**src/design/mcr_pkg.sv**
```systemverilog
// ----------------------------------------------------------------------------
// mcr_pkg
// Shared field widths and limits for the midpoint circle rasterizer.
// ----------------------------------------------------------------------------
package mcr_pkg;

	localparam int CENTER_W    = 11;
	localparam int RADIUS_W    = 6;
	localparam int MAX_RESULTS = 48;
	localparam int MAX_ITER    = MAX_RESULTS / 2;

	typedef logic signed [CENTER_W-1:0] center_t;
	typedef logic        [RADIUS_W-1:0] radius_t;

endpackage

```
**src/design/mcr_if.sv**
```systemverilog
// ----------------------------------------------------------------------------
// mcr channel interfaces
// Circle command channel and point result channel, valid/ready handshake.
// ----------------------------------------------------------------------------
interface mcr_cmd_if;
	import mcr_pkg::*;

	logic    valid;
	logic    ready;
	center_t center_col;
	center_t center_row;
	radius_t circle_radius;

	modport source (output valid, output center_col, output center_row,
		output circle_radius, input ready);
	modport sink (input valid, input center_col, input center_row,
		input circle_radius, output ready);
endinterface

interface mcr_pts_if #(
	parameter int COORD_BITS = 12
);
	logic                         valid;
	logic                         ready;
	logic signed [COORD_BITS-1:0] pt0_col;
	logic signed [COORD_BITS-1:0] pt0_row;
	logic signed [COORD_BITS-1:0] pt1_col;
	logic signed [COORD_BITS-1:0] pt1_row;
	logic signed [COORD_BITS-1:0] pt2_col;
	logic signed [COORD_BITS-1:0] pt2_row;
	logic signed [COORD_BITS-1:0] pt3_col;
	logic signed [COORD_BITS-1:0] pt3_row;
	logic                         lower_half;
	logic                         final_item;

	modport source (output valid, output pt0_col, output pt0_row, output pt1_col,
		output pt1_row, output pt2_col, output pt2_row, output pt3_col,
		output pt3_row, output lower_half, output final_item, input ready);
	modport sink (input valid, input pt0_col, input pt0_row, input pt1_col,
		input pt1_row, input pt2_col, input pt2_row, input pt3_col,
		input pt3_row, input lower_half, input final_item, output ready);
endinterface

```
**src/design/midpoint_circle_rasterizer.sv**
```systemverilog
// ----------------------------------------------------------------------------
// midpoint_circle_rasterizer
// Midpoint circle walk: one command in, a run of mirrored point items out.
// ----------------------------------------------------------------------------
// usage
//   cmd: one item per circle (center_col, center_row, circle_radius).
//   pts: two items per walk iteration, four mirrored points each; lower_half
//        tells the halves apart and final_item marks the last item of a circle.
//   cmd.ready is low from the cycle after a nonzero-radius command is taken
//   until the last item of that circle is loaded into the output register.
//   the first item is loaded into the output register once the walk state is
//   entered; after that one item per cycle while pts.ready is high, 2*N items
//   per circle, N being the iteration count (about 0.71*radius + 1, capped at
//   24), and the next command is taken once the block is back in idle.
//   the rate is set by the single walk-update and mirror unit, which serves
//   one item a cycle while pts does not stall.
//   a radius of zero is taken and gives nothing; radii above
//   MAX_RADIUS are clamped to it.
//   when pts stalls, the item holds in the output register and the walk waits.
//   reset (arst_n low) drops both valid and busy, the block comes up idle.
// ----------------------------------------------------------------------------
module midpoint_circle_rasterizer #(
	parameter int MAX_RADIUS = 32,
	parameter int COORD_BITS = 12
) (
	input  logic      clk,
	input  logic      arst_n,
	mcr_cmd_if.sink   cmd,
	mcr_pts_if.source pts
);
	import mcr_pkg::*;

	localparam int XW     = $clog2(MAX_RADIUS + 1) + 1;
	localparam int EW     = $clog2(4 * MAX_RADIUS + 2 * MAX_ITER + 8) + 2;
	localparam int IW     = $clog2(MAX_ITER);
	localparam int WIDE_W = 17;

	localparam logic ST_IDLE = 1'b0;
	localparam logic ST_WALK = 1'b1;

	localparam radius_t          RMAX     = RADIUS_W'(MAX_RADIUS);
	localparam logic [IW-1:0]    LAST_IT  = IW'(MAX_ITER - 1);

	logic                  state_q;
	logic                  half_q;
	logic [IW-1:0]         iter_q;
	logic signed [XW-1:0]  x_q, y_q;
	logic signed [EW-1:0]  dx_q, dy_q, err_q;
	logic signed [EW-1:0]  two_r_q;
	center_t               cx_q, cy_q;

	logic                  ov_q;
	logic signed [COORD_BITS-1:0] p0c_q, p0r_q, p1c_q, p1r_q;
	logic signed [COORD_BITS-1:0] p2c_q, p2r_q, p3c_q, p3r_q;
	logic                  lh_q, fin_q;

	radius_t r_sat;
	logic    cmd_take, load_en;

	assign cmd.ready = (state_q == ST_IDLE);
	assign cmd_take  = cmd.valid && cmd.ready;
	assign r_sat     = (cmd.circle_radius > RMAX) ? RMAX : cmd.circle_radius;
	assign load_en   = (state_q == ST_WALK) && (!ov_q || pts.ready);

	// walk update unit
	logic                 adv_y, adv_x;
	logic signed [EW-1:0] err1, err2, dx2;
	logic signed [XW-1:0] x_n, y_n;
	logic                 last_res;

	always_comb begin
		adv_y = (err_q <= 0);
		err1  = adv_y ? err_q + dy_q : err_q;
		y_n   = adv_y ? y_q + XW'(1) : y_q;
		adv_x = (err1 > 0);
		dx2   = dx_q + EW'(2);
		err2  = adv_x ? err1 + dx2 - two_r_q : err1;
		x_n   = adv_x ? x_q - XW'(1) : x_q;
		last_res = half_q && ((iter_q == LAST_IT) || (x_n < y_n));
	end

	// mirror unit: the sign flips between the two halves
	logic signed [WIDE_W-1:0] cxw, cyw, xw, yw, xm, ym;
	logic signed [WIDE_W-1:0] c_px, c_mx, c_py, c_my, r_py, r_px;

	always_comb begin
		cxw  = {{(WIDE_W-CENTER_W){cx_q[CENTER_W-1]}}, cx_q};
		cyw  = {{(WIDE_W-CENTER_W){cy_q[CENTER_W-1]}}, cy_q};
		xw   = {{(WIDE_W-XW){x_q[XW-1]}}, x_q};
		yw   = {{(WIDE_W-XW){y_q[XW-1]}}, y_q};
		xm   = half_q ? -xw : xw;
		ym   = half_q ? -yw : yw;
		c_px = cxw + xm;
		c_mx = cxw - xm;
		c_py = cxw + ym;
		c_my = cxw - ym;
		r_py = cyw + ym;
		r_px = cyw + xm;
	end

	always_ff @(posedge clk or negedge arst_n) begin
		if (!arst_n) begin
			state_q <= ST_IDLE;
			half_q  <= 1'b0;
			iter_q  <= '0;
			ov_q    <= 1'b0;
		end else begin
			unique case (state_q)
				ST_IDLE: begin
					if (cmd_take && (r_sat != '0)) begin
						state_q <= ST_WALK;
						half_q  <= 1'b0;
						iter_q  <= '0;
					end
				end
				ST_WALK: begin
					if (load_en) begin
						half_q <= !half_q;
						if (half_q) begin
							iter_q <= iter_q + IW'(1);
						end
						if (last_res) begin
							state_q <= ST_IDLE;
						end
					end
				end
				default: state_q <= ST_IDLE;
			endcase
			if (load_en) begin
				ov_q <= 1'b1;
			end else if (pts.ready) begin
				ov_q <= 1'b0;
			end
		end
	end

	always_ff @(posedge clk) begin
		if (cmd_take) begin
			cx_q    <= cmd.center_col;
			cy_q    <= cmd.center_row;
			two_r_q <= EW'(r_sat) <<< 1;
			x_q     <= XW'(r_sat) - XW'(1);
			y_q     <= '0;
			dx_q    <= EW'(1);
			dy_q    <= EW'(1);
			err_q   <= EW'(1) - (EW'(r_sat) <<< 1);
		end else if (load_en && half_q) begin
			x_q   <= x_n;
			y_q   <= y_n;
			err_q <= err2;
			if (adv_y) begin
				dy_q <= dy_q + EW'(2);
			end
			if (adv_x) begin
				dx_q <= dx2;
			end
		end
		if (load_en) begin
			p0c_q <= c_px[COORD_BITS-1:0];
			p0r_q <= r_py[COORD_BITS-1:0];
			p1c_q <= c_py[COORD_BITS-1:0];
			p1r_q <= r_px[COORD_BITS-1:0];
			p2c_q <= c_my[COORD_BITS-1:0];
			p2r_q <= r_px[COORD_BITS-1:0];
			p3c_q <= c_mx[COORD_BITS-1:0];
			p3r_q <= r_py[COORD_BITS-1:0];
			lh_q  <= half_q;
			fin_q <= last_res;
		end
	end

	assign pts.valid      = ov_q;
	assign pts.pt0_col    = p0c_q;
	assign pts.pt0_row    = p0r_q;
	assign pts.pt1_col    = p1c_q;
	assign pts.pt1_row    = p1r_q;
	assign pts.pt2_col    = p2c_q;
	assign pts.pt2_row    = p2r_q;
	assign pts.pt3_col    = p3c_q;
	assign pts.pt3_row    = p3r_q;
	assign pts.lower_half = lh_q;
	assign pts.final_item = fin_q;

endmodule

```
**src/flat_wrapper.sv**
```systemverilog
// flat-port wrapper written by rule: the top's interface ports become plain ports
module midpoint_circle_rasterizer_flat import mcr_pkg::*;
#(
	parameter int MAX_RADIUS = 32,
	parameter int COORD_BITS = 12
)
  (clk, arst_n, cmd_valid, cmd_center_col, cmd_center_row, cmd_circle_radius, cmd_ready, pts_valid, pts_pt0_col, pts_pt0_row, pts_pt1_col, pts_pt1_row, pts_pt2_col, pts_pt2_row, pts_pt3_col, pts_pt3_row, pts_lower_half, pts_final_item, pts_ready);
  mcr_cmd_if cmd_i ();
  mcr_pts_if #(.COORD_BITS(COORD_BITS)) pts_i ();
  input  logic clk;
  input  logic arst_n;
  input wire logic [$bits(cmd_i.valid)-1:0] cmd_valid;
  input wire logic [$bits(cmd_i.center_col)-1:0] cmd_center_col;
  input wire logic [$bits(cmd_i.center_row)-1:0] cmd_center_row;
  input wire logic [$bits(cmd_i.circle_radius)-1:0] cmd_circle_radius;
  output wire logic [$bits(cmd_i.ready)-1:0] cmd_ready;
  output wire logic [$bits(pts_i.valid)-1:0] pts_valid;
  output wire logic [$bits(pts_i.pt0_col)-1:0] pts_pt0_col;
  output wire logic [$bits(pts_i.pt0_row)-1:0] pts_pt0_row;
  output wire logic [$bits(pts_i.pt1_col)-1:0] pts_pt1_col;
  output wire logic [$bits(pts_i.pt1_row)-1:0] pts_pt1_row;
  output wire logic [$bits(pts_i.pt2_col)-1:0] pts_pt2_col;
  output wire logic [$bits(pts_i.pt2_row)-1:0] pts_pt2_row;
  output wire logic [$bits(pts_i.pt3_col)-1:0] pts_pt3_col;
  output wire logic [$bits(pts_i.pt3_row)-1:0] pts_pt3_row;
  output wire logic [$bits(pts_i.lower_half)-1:0] pts_lower_half;
  output wire logic [$bits(pts_i.final_item)-1:0] pts_final_item;
  input wire logic [$bits(pts_i.ready)-1:0] pts_ready;
  assign cmd_i.valid = cmd_valid;
  assign cmd_i.center_col = cmd_center_col;
  assign cmd_i.center_row = cmd_center_row;
  assign cmd_i.circle_radius = cmd_circle_radius;
  assign cmd_ready = cmd_i.ready;
  assign pts_valid = pts_i.valid;
  assign pts_pt0_col = pts_i.pt0_col;
  assign pts_pt0_row = pts_i.pt0_row;
  assign pts_pt1_col = pts_i.pt1_col;
  assign pts_pt1_row = pts_i.pt1_row;
  assign pts_pt2_col = pts_i.pt2_col;
  assign pts_pt2_row = pts_i.pt2_row;
  assign pts_pt3_col = pts_i.pt3_col;
  assign pts_pt3_row = pts_i.pt3_row;
  assign pts_lower_half = pts_i.lower_half;
  assign pts_final_item = pts_i.final_item;
  assign pts_i.ready = pts_ready;
  midpoint_circle_rasterizer #(.MAX_RADIUS(MAX_RADIUS), .COORD_BITS(COORD_BITS)) u_core (.clk(clk), .arst_n(arst_n), .cmd(cmd_i), .pts(pts_i));
endmodule
```
**config.mk**
```make
export PLATFORM = sky130hd
export DESIGN_NAME = midpoint_circle_rasterizer_flat
export DESIGN_NICKNAME = d
export VERILOG_FILES = /design/src/design/mcr_pkg.sv /design/src/design/mcr_if.sv /design/src/design/midpoint_circle_rasterizer.sv /design/src/flat_wrapper.sv
export SDC_FILE = /design/constraint.sdc
export NUM_CORES = 1
export LEC_CHECK = 0
export ABC_AREA = 1
export BUFFER_PORTS_ARGS = -buffer_cell sky130_fd_sc_hd__buf_2
export CAP_MARGIN = 5
export CORE_MARGIN = 1.5
export CORE_UTILIZATION = 45
export CTS_CLUSTER_SIZE = 40
export DETAILED_ROUTE_END_ITERATION = 10
export GPL_TIMING_DRIVEN = 0
export HOLD_SLACK_MARGIN = 0.15
export PLACE_DENSITY = 0.67
export SYNTH_ARGS = -nofsm -noshare
export SYNTH_HDL_FRONTEND = slang
export SYNTH_SLANG_ARGS = --single-unit
export TNS_END_PERCENT = 20
```
**constraint.sdc**
```tcl
create_clock -name clk -period 4.9 [get_ports clk]
set_input_delay 0.98 -clock clk [delete_from_list [all_inputs] [get_ports clk]]
set_output_delay 0.98 -clock clk [all_outputs]
set_load 0.02 [all_outputs]
```
* Yosys cells after proc, flatten, opt, wreduce, memory -nomap -nowiden
Index checks and enable logic that the tools add are counted.
Operators by class: order comparisons 4, bitwise logic cells 1, equality and inequality tests 4, $add $sub $neg 18, multiplexer cells 24, reductions and logical operators 16
Operator list (count):
- adder 11 x 12 -> 12 bit | 4
- 2-to-1 mux 10 bit | 4
- 2-to-1 mux 7 bit | 4
- 2-to-1 mux 12 bit | 2
- negator 7 -> 12 bit | 2
- subtractor 11 x 12 -> 12 bit | 2
- adder 10 bit | 2
- adder 10 x 3 -> 10 bit (second input constant) | 2
- 2-to-1 mux 5 bit | 3
- > comparator 10 x 1 -> 1 bit (second input constant) | 1
- less-or-equal comparator 10 x 1 -> 1 bit (second input constant) | 1
- case mux 5 bit (2 select lines) | 1
- subtractor 10 x 8 -> 10 bit | 1
- subtractor 1 x 7 -> 8 bit (first input constant) | 1
- adder 7 x 2 -> 7 bit (second input constant) | 1
- less-than comparator 7 bit | 1
- 2-to-1 mux 1 bit | 7
- subtractor 6 x 1 -> 7 bit (second input constant) | 1
- subtractor 7 x 2 -> 7 bit (second input constant) | 1
- > comparator 6 bit (second input constant) | 1
- 2-to-1 mux 6 bit | 1
- inequality test 2 bit (second input constant) | 3
- AND reduction 2 bit | 3
- nonzero test 6 bit | 1
- 9 further kinds | 17
Word-level totals: word-level logic and storage cells 87, input port bits 32, flip-flop bits (word level) 154, output and inout bits 100

* Depth between registers and ports, before layout
word-level depth 10, gate-level depth with buffers 29

* Worst setup path after synthesis
Ideal clock, no wire load.
path kind in2reg, start point input pts_ready, end point register u_core.dy_q[9], setup time 0.119 ns, path buffers 0, stages on the path 13, setup slack -0.917 ns, arrival time 5.698 ns, path through nor2_1 nor2_1 inv_1 nor2_1 inv_2 nor2_1 inv_1 nor3_1 nand2_1 nor3b_1 nand2_1 o21ai_0 a21oi_1
Between the ends: word-level cells in the longest chain between the ends 4
Ends and longest elaborated chain:
- start, declared | line flat_wrapper.sv:28 | input wire logic [$bits(pts_i.ready)-1:0] pts_ready;
- logical OR 1 bit | line midpoint_circle_rasterizer.sv:63 | assign load_en = (state_q == ST_WALK) && (!ov_q || pts.ready);
- logical AND 1 bit | line midpoint_circle_rasterizer.sv:63
- named net u_core.load_en | line midpoint_circle_rasterizer.sv:58 | logic cmd_take, load_en;
- logical AND 1 bit | line midpoint_circle_rasterizer.sv:147 | end else if (load_en && half_q) begin
- AND reduction 2 bit (no line)
- end signal, assigned | line midpoint_circle_rasterizer.sv:152 | dy_q <= dy_q + EW'(2);
- end, declared | line midpoint_circle_rasterizer.sv:48 | logic signed [EW-1:0] dx_q, dy_q, err_q;
The timed path passes the listed nets, and every way through them passes these cells. A chain may end at the register's enable or synchronous reset.

* Worst setup path in the final report
start point register u_core.half_q, end point register u_core.p3c_q[11] (netlist: u_core.pts.pt3_col[11]) (data pin)
Between the ends: word-level cells in the longest chain between the ends 2
Ends and longest elaborated chain:
- start, declared | line midpoint_circle_rasterizer.sv:45 | logic half_q;
- start signal, assigned | line midpoint_circle_rasterizer.sv:118 | half_q <= !half_q;
- 2-to-1 mux 12 bit | line midpoint_circle_rasterizer.sv:91 | xm = half_q ? -xw : xw;
- subtractor 11 x 12 -> 12 bit | line midpoint_circle_rasterizer.sv:94 | c_mx = cxw - xm;
- named net u_core.c_mx[11] | line midpoint_circle_rasterizer.sv:84 | logic signed [WIDE_W-1:0] c_px, c_mx, c_py, c_my, r_py, r_px;
- end signal, assigned | line midpoint_circle_rasterizer.sv:165 | p3c_q <= c_mx[COORD_BITS-1:0];
- end, declared | line midpoint_circle_rasterizer.sv:54 | logic signed [COORD_BITS-1:0] p2c_q, p2r_q, p3c_q, p3r_q;
The timed path passes the listed nets, and every way through them passes these cells.

==> report_table.html <==
<table>
<tr><th>Metric</th><th>Value</th></tr>
<tr><th colspan="2">Timing</th></tr>
<tr><td>Worst hold slack across all endpoints</td><td>377 ps</td></tr>
<tr><td>Final period util</td><td>85.1%</td></tr>
<tr><td>Worst slew pin tran</td><td>1040 ps</td></tr>
<tr><td>Unrepaired setup endpoints after global routing</td><td>false</td></tr>
<tr><td>Final Hold Vio Count</td><td>0</td></tr>
<tr><td>Worst clock skew</td><td>10.6 ps</td></tr>
<tr><td>Final number of setup-violating endpoints</td><td>0</td></tr>
<tr><td>Final Max Slew Viols</td><td>0</td></tr>
<tr><td>Shortest clock period the worst path allows after layout</td><td>4170 ps</td></tr>
<tr><td>Max frequency</td><td>240 MHz</td></tr>
<tr><td>Max transition margin</td><td>30.3%</td></tr>
<tr><th colspan="2">Critical path</th></tr>
<tr><td>Required time at the endpoint of the critical path</td><td>5080 ps</td></tr>
<tr><td>R2R setup slack</td><td>730 ps</td></tr>
<tr><td>Startpoint class of the critical path</td><td>flip-flop</td></tr>
<tr><td>Launch instance of the worst register-to-register path</td><td>u_core.half_q$_DFFE_PN0P_</td></tr>
<tr><td>Sort of element at the end of the critical path</td><td>flip-flop</td></tr>
<tr><td>Worst reg2reg path depth</td><td>15</td></tr>
<tr><td>Worst flop-to-flop path endpoint</td><td>u_core.pts.pt3_col[11]$_DFFE_PP_</td></tr>
<tr><td>End point of the critical path</td><td>u_core.pts.pt3_col[11]$_DFFE_PP_</td></tr>
<tr><td>Worst-path fanout max</td><td>10</td></tr>
<tr><td>Critical setup path kind</td><td>reg -&gt; reg</td></tr>
<tr><td>Data arrival time of the critical path</td><td>4350 ps</td></tr>
<tr><td>Worst setup path startpoint</td><td>u_core.half_q$_DFFE_PN0P_</td></tr>
<tr><th colspan="2">CTS</th></tr>
<tr><td># Post-CTS Setup Buffers</td><td>0</td></tr>
<tr><td>Level count of the clock H-tree</td><td>4</td></tr>
<tr><td>Reg clk slew, reported paths</td><td>70 ps</td></tr>
<tr><td>Number of sinks driven by the clock tree</td><td>150</td></tr>
<tr><td>Number of CTS-inserted buffers</td><td>17</td></tr>
<tr><td>CTS resizes</td><td>0</td></tr>
<tr><td>Buffers from clock root to sink, at most</td><td>2</td></tr>
<tr><td>Clock tree from TritonCTS</td><td>done</td></tr>
<tr><td># hold bufs at CTS</td><td>0</td></tr>
<tr><td>Clk_lat worst skew</td><td>440 ps</td></tr>
<tr><td>Clock tree root buffer cell</td><td>sky130_fd_sc_hd__clkbuf_16</td></tr>
<tr><th colspan="2">Floorplan</th></tr>
<tr><td>Die extent in y</td><td>151 um</td></tr>
<tr><td>Area of the placeable core</td><td>21200 um^2</td></tr>
<tr><td>Effective utilization at floorplan</td><td>46.4%</td></tr>
<tr><td>Total I/O pin count</td><td>132</td></tr>
<tr><td>Row count</td><td>53</td></tr>
<tr><td>Horiz. Die Dim</td><td>151 um</td></tr>
<tr><td>Die area</td><td>22800 um^2</td></tr>
<tr><th colspan="2">Logic synthesis</th></tr>
<tr><td>Yosys top cell area share</td><td>35.6%</td></tr>
<tr><td>Cells after Synth</td><td>1063</td></tr>
<tr><td>Most area-hungry cell type in the Yosys netlist</td><td>sky130_fd_sc_hd__edfxtp_1</td></tr>
<tr><td>Share of cell area taken by muxes after synthesis</td><td>0%</td></tr>
<tr><td>Share of synthesized cell area in full adder, half adder and majority cells</td><td>15.3%</td></tr>
<tr><td>Syn_area_per_cell</td><td>9.27 um^2</td></tr>
<tr><td>Simple logic cell fraction of the synthesized area</td><td>13.2%</td></tr>
<tr><td>Area of the mapped netlist</td><td>9860 um^2</td></tr>
<tr><td>Number of synthesized register bits</td><td>150</td></tr>
<tr><td>Compound-gate portion of the synthesized area</td><td>11.1%</td></tr>
<tr><td>Warnings from Yosys</td><td>0</td></tr>
<tr><td>Fraction of the yosys area taken by sequential cells</td><td>42.8%</td></tr>
<tr><td>Post-synth net total</td><td>1208</td></tr>
<tr><td>Dominant combinational cell family by area after synthesis</td><td>adder cells</td></tr>
<tr><td>Number of distinct library cells after synthesis</td><td>43</td></tr>
<tr><td>Post-synthesis xor/xnor area fraction</td><td>8.80%</td></tr>
<tr><td>Top cells by area in the synthesized netlist</td><td>sky130_fd_sc_hd__edfxtp_1 36%, sky130_fd_sc_hd__ha_1 13%, sky130_fd_sc_hd__xor2_1 7.3%</td></tr>
<tr><th colspan="2">Global routing</th></tr>
<tr><td>Initial antenna violation count</td><td>0</td></tr>
<tr><td>Number of global-route vias before repair</td><td>7076</td></tr>
<tr><td>Gr usage total</td><td>19.9%</td></tr>
<tr><td>Pin count of the biggest net entering global routing</td><td>37</td></tr>
<tr><td>Global-route wire length before repair</td><td>34.4 mm</td></tr>
<tr><td>Grt total ovfl</td><td>0</td></tr>
<tr><th colspan="2">Route</th></tr>
<tr><td>Total wire length after detailed routing</td><td>21.8 mm</td></tr>
<tr><td>Wire per inst</td><td>14.5 um</td></tr>
<tr><td>Mean number of vias per cell</td><td>4.97</td></tr>
<tr><td>First-iteration detailed-routing DRC count</td><td>569</td></tr>
<tr><td>First-pass iteration count of the detailed router</td><td>5</td></tr>
<tr><td>Antenna Violating Nets Remaining</td><td>0</td></tr>
<tr><td>DRC Markers</td><td>0</td></tr>
<tr><td>Count of vias placed by the detailed router</td><td>7482</td></tr>
<tr><th colspan="2">Run status</th></tr>
<tr><td>Outcome</td><td>finished clean</td></tr>
<tr><th colspan="2">Layout</th></tr>
<tr><td>Share of layout cells above drive strength 1</td><td>17.7%</td></tr>
<tr><td>Layout overhead on the synthesized area</td><td>17.3%</td></tr>
<tr><td>Diode insertion count for antenna repair</td><td>0</td></tr>
<tr><td>Nets</td><td>1361</td></tr>
<tr><th colspan="2">Placed design</th></tr>
<tr><td>Port Buffers</td><td>131</td></tr>
<tr><td>Post-detailed-placement half-perimeter wirelength</td><td>16.9 mm</td></tr>
<tr><td>Gpl congestion</td><td>0.835</td></tr>
<tr><th colspan="2">Min path</th></tr>
<tr><td>Min-delay worst type</td><td>in -&gt; async</td></tr>
<tr><th colspan="2">Flow run</th></tr>
<tr><td>Max-capacitance violation count</td><td>0</td></tr>
</table>
[area by class of cell]
class | count | area (um^2)
inverter | 160 | 601
multi-input combinational | 713 | 4790
clock buffer | 17 | 425
buffer | 40 | 264
timing repair buffer | 134 | 723
fill | 1916 | 9660
tap | 275 | 344
sequential | 150 | 4210
clock inverter | 15 | 205
[sequential cells by signal, indices dropped and copies added, names as in the netlist, 5 cells and up]
signal	count
u_core.iter_q	5
u_core.two_r_q	6
u_core.pts.pt0_col	11
u_core.pts.pt2_col	12
u_core.dy_q	9
u_core.pts.pt3_col	12
u_core.pts.pt1_row	12
u_core.y_q	7
u_core.dx_q	9
u_core.cy_q	11
u_core.pts.pt0_row	12
u_core.x_q	7
u_core.cx_q	11
u_core.pts.pt1_col	11
u_core.err_q	10
[stage by stage]
step / util [%] / TNS (ps) / worst slack (ps) / area, um^2 / instances
after floorplan: - / 0 / 389 / 9860 / 1063
after global placement: 51.2 / -30760 / -1080 / 10900 / 1469
after detailed placement: 51.5 / 0 / 802 / 10900 / 1472
after CTS: 54.5 / 0 / 795 / 11600 / 1504
after global routing: 54.5 / 0 / 444 / 11600 / 1504
final: 54.5 / 0 / 729 / 11600 / 1504
[cell usage after synthesis (all sizes together)]
cell      n
o22ai     5
inv     159
nor4      1
nor2     97
a22oi     1
nor3     13
edfxtp  117
nand2   136
clkbuf    9
xor2     82
and2      1
a31oi     4
nand4     4
o31ai     8
nand3    38
xnor2    17
o21bai   18
a21oi   102
o21ai    58
a211oi    1
dfxtp    25
fa       13
nor3b     3
or2       3
a21boi    3
buf      31
ha      100
clkinv    1
dfrtp     8
nand3b    5
[cells by family after synthesis]
family / count (synthesis)
DFF: 150
adders and majority gates: 113
AOI/OAI and AO/OA: 200
xor gates and xnor gates: 99
and+or+nand+nor: 301
buffers and inverters: 200
[metal layers]
layer  global-route usage [%]  wire length (um)
met2                     34.4             10500
met4                     6.75               402
met1                     24.8              9730
met5                        0                 0
met3                     3.70              1140
[critical path: stages (launching register included)]
cell,delay (ps)
sky130_fd_sc_hd__dfrtp_1,390
sky130_fd_sc_hd__buf_2,190
sky130_fd_sc_hd__buf_1,290
sky130_fd_sc_hd__o21ai_0,880
sky130_fd_sc_hd__ha_1,400
sky130_fd_sc_hd__o31ai_1,450
sky130_fd_sc_hd__a21oi_1,130
sky130_fd_sc_hd__o21bai_1,260
sky130_fd_sc_hd__nand3_1,130
sky130_fd_sc_hd__nand2_1,120
sky130_fd_sc_hd__a21oi_1,70
sky130_fd_sc_hd__o21bai_1,220
sky130_fd_sc_hd__a21oi_1,110
sky130_fd_sc_hd__nor2_1,90
sky130_fd_sc_hd__nor2_1,50
sky130_fd_sc_hd__xor2_1,130
[layout by cell type, fill, tap and decap left out, types with 6 or more instances in the layout]
master	n
sky130_fd_sc_hd__buf_2	134
sky130_fd_sc_hd__dfxtp_1	25
sky130_fd_sc_hd__fa_1	13
sky130_fd_sc_hd__o21bai_1	18
sky130_fd_sc_hd__edfxtp_1	117
sky130_fd_sc_hd__inv_8	6
sky130_fd_sc_hd__clkbuf_16	17
sky130_fd_sc_hd__xnor2_1	17
sky130_fd_sc_hd__nor3_1	13
sky130_fd_sc_hd__nor2_1	93
sky130_fd_sc_hd__o21ai_0	55
sky130_fd_sc_hd__a21oi_1	100
sky130_fd_sc_hd__dfrtp_1	8
sky130_fd_sc_hd__inv_1	157
sky130_fd_sc_hd__o31ai_1	8
sky130_fd_sc_hd__nand3_1	36
sky130_fd_sc_hd__buf_4	26
sky130_fd_sc_hd__ha_1	100
sky130_fd_sc_hd__xor2_1	82
sky130_fd_sc_hd__nand2_1	129
sky130_fd_sc_hd__clkbuf_1	8
[worst min path at each step]
stage / startpoint / end / slack, ps / cells after the start
6_report: arst_n / u_core.pts.valid$_DFFE_PN0P_ / 380 / 1
5_1_grt: arst_n / u_core.pts.valid$_DFFE_PN0P_ / 380 / 1
4_1_cts: arst_n / u_core.pts.valid$_DFFE_PN0P_ / 370 / 1
3_5_place_dp: u_core.half_q$_DFFE_PN0P_ / u_core.pts.lower_half$_DFFE_PP_ / 450 / 0
3_3_place_gp: u_core.half_q$_DFFE_PN0P_ / u_core.pts.lower_half$_DFFE_PP_ / 430 / 0
2_1_floorplan: u_core.half_q$_DFFE_PN0P_ / u_core.pts.lower_half$_DFFE_PP_ / 420 / 0
Power is not shown: default switching activity piles up to over one toggle a cycle in this logic, so the estimate is an artifact.
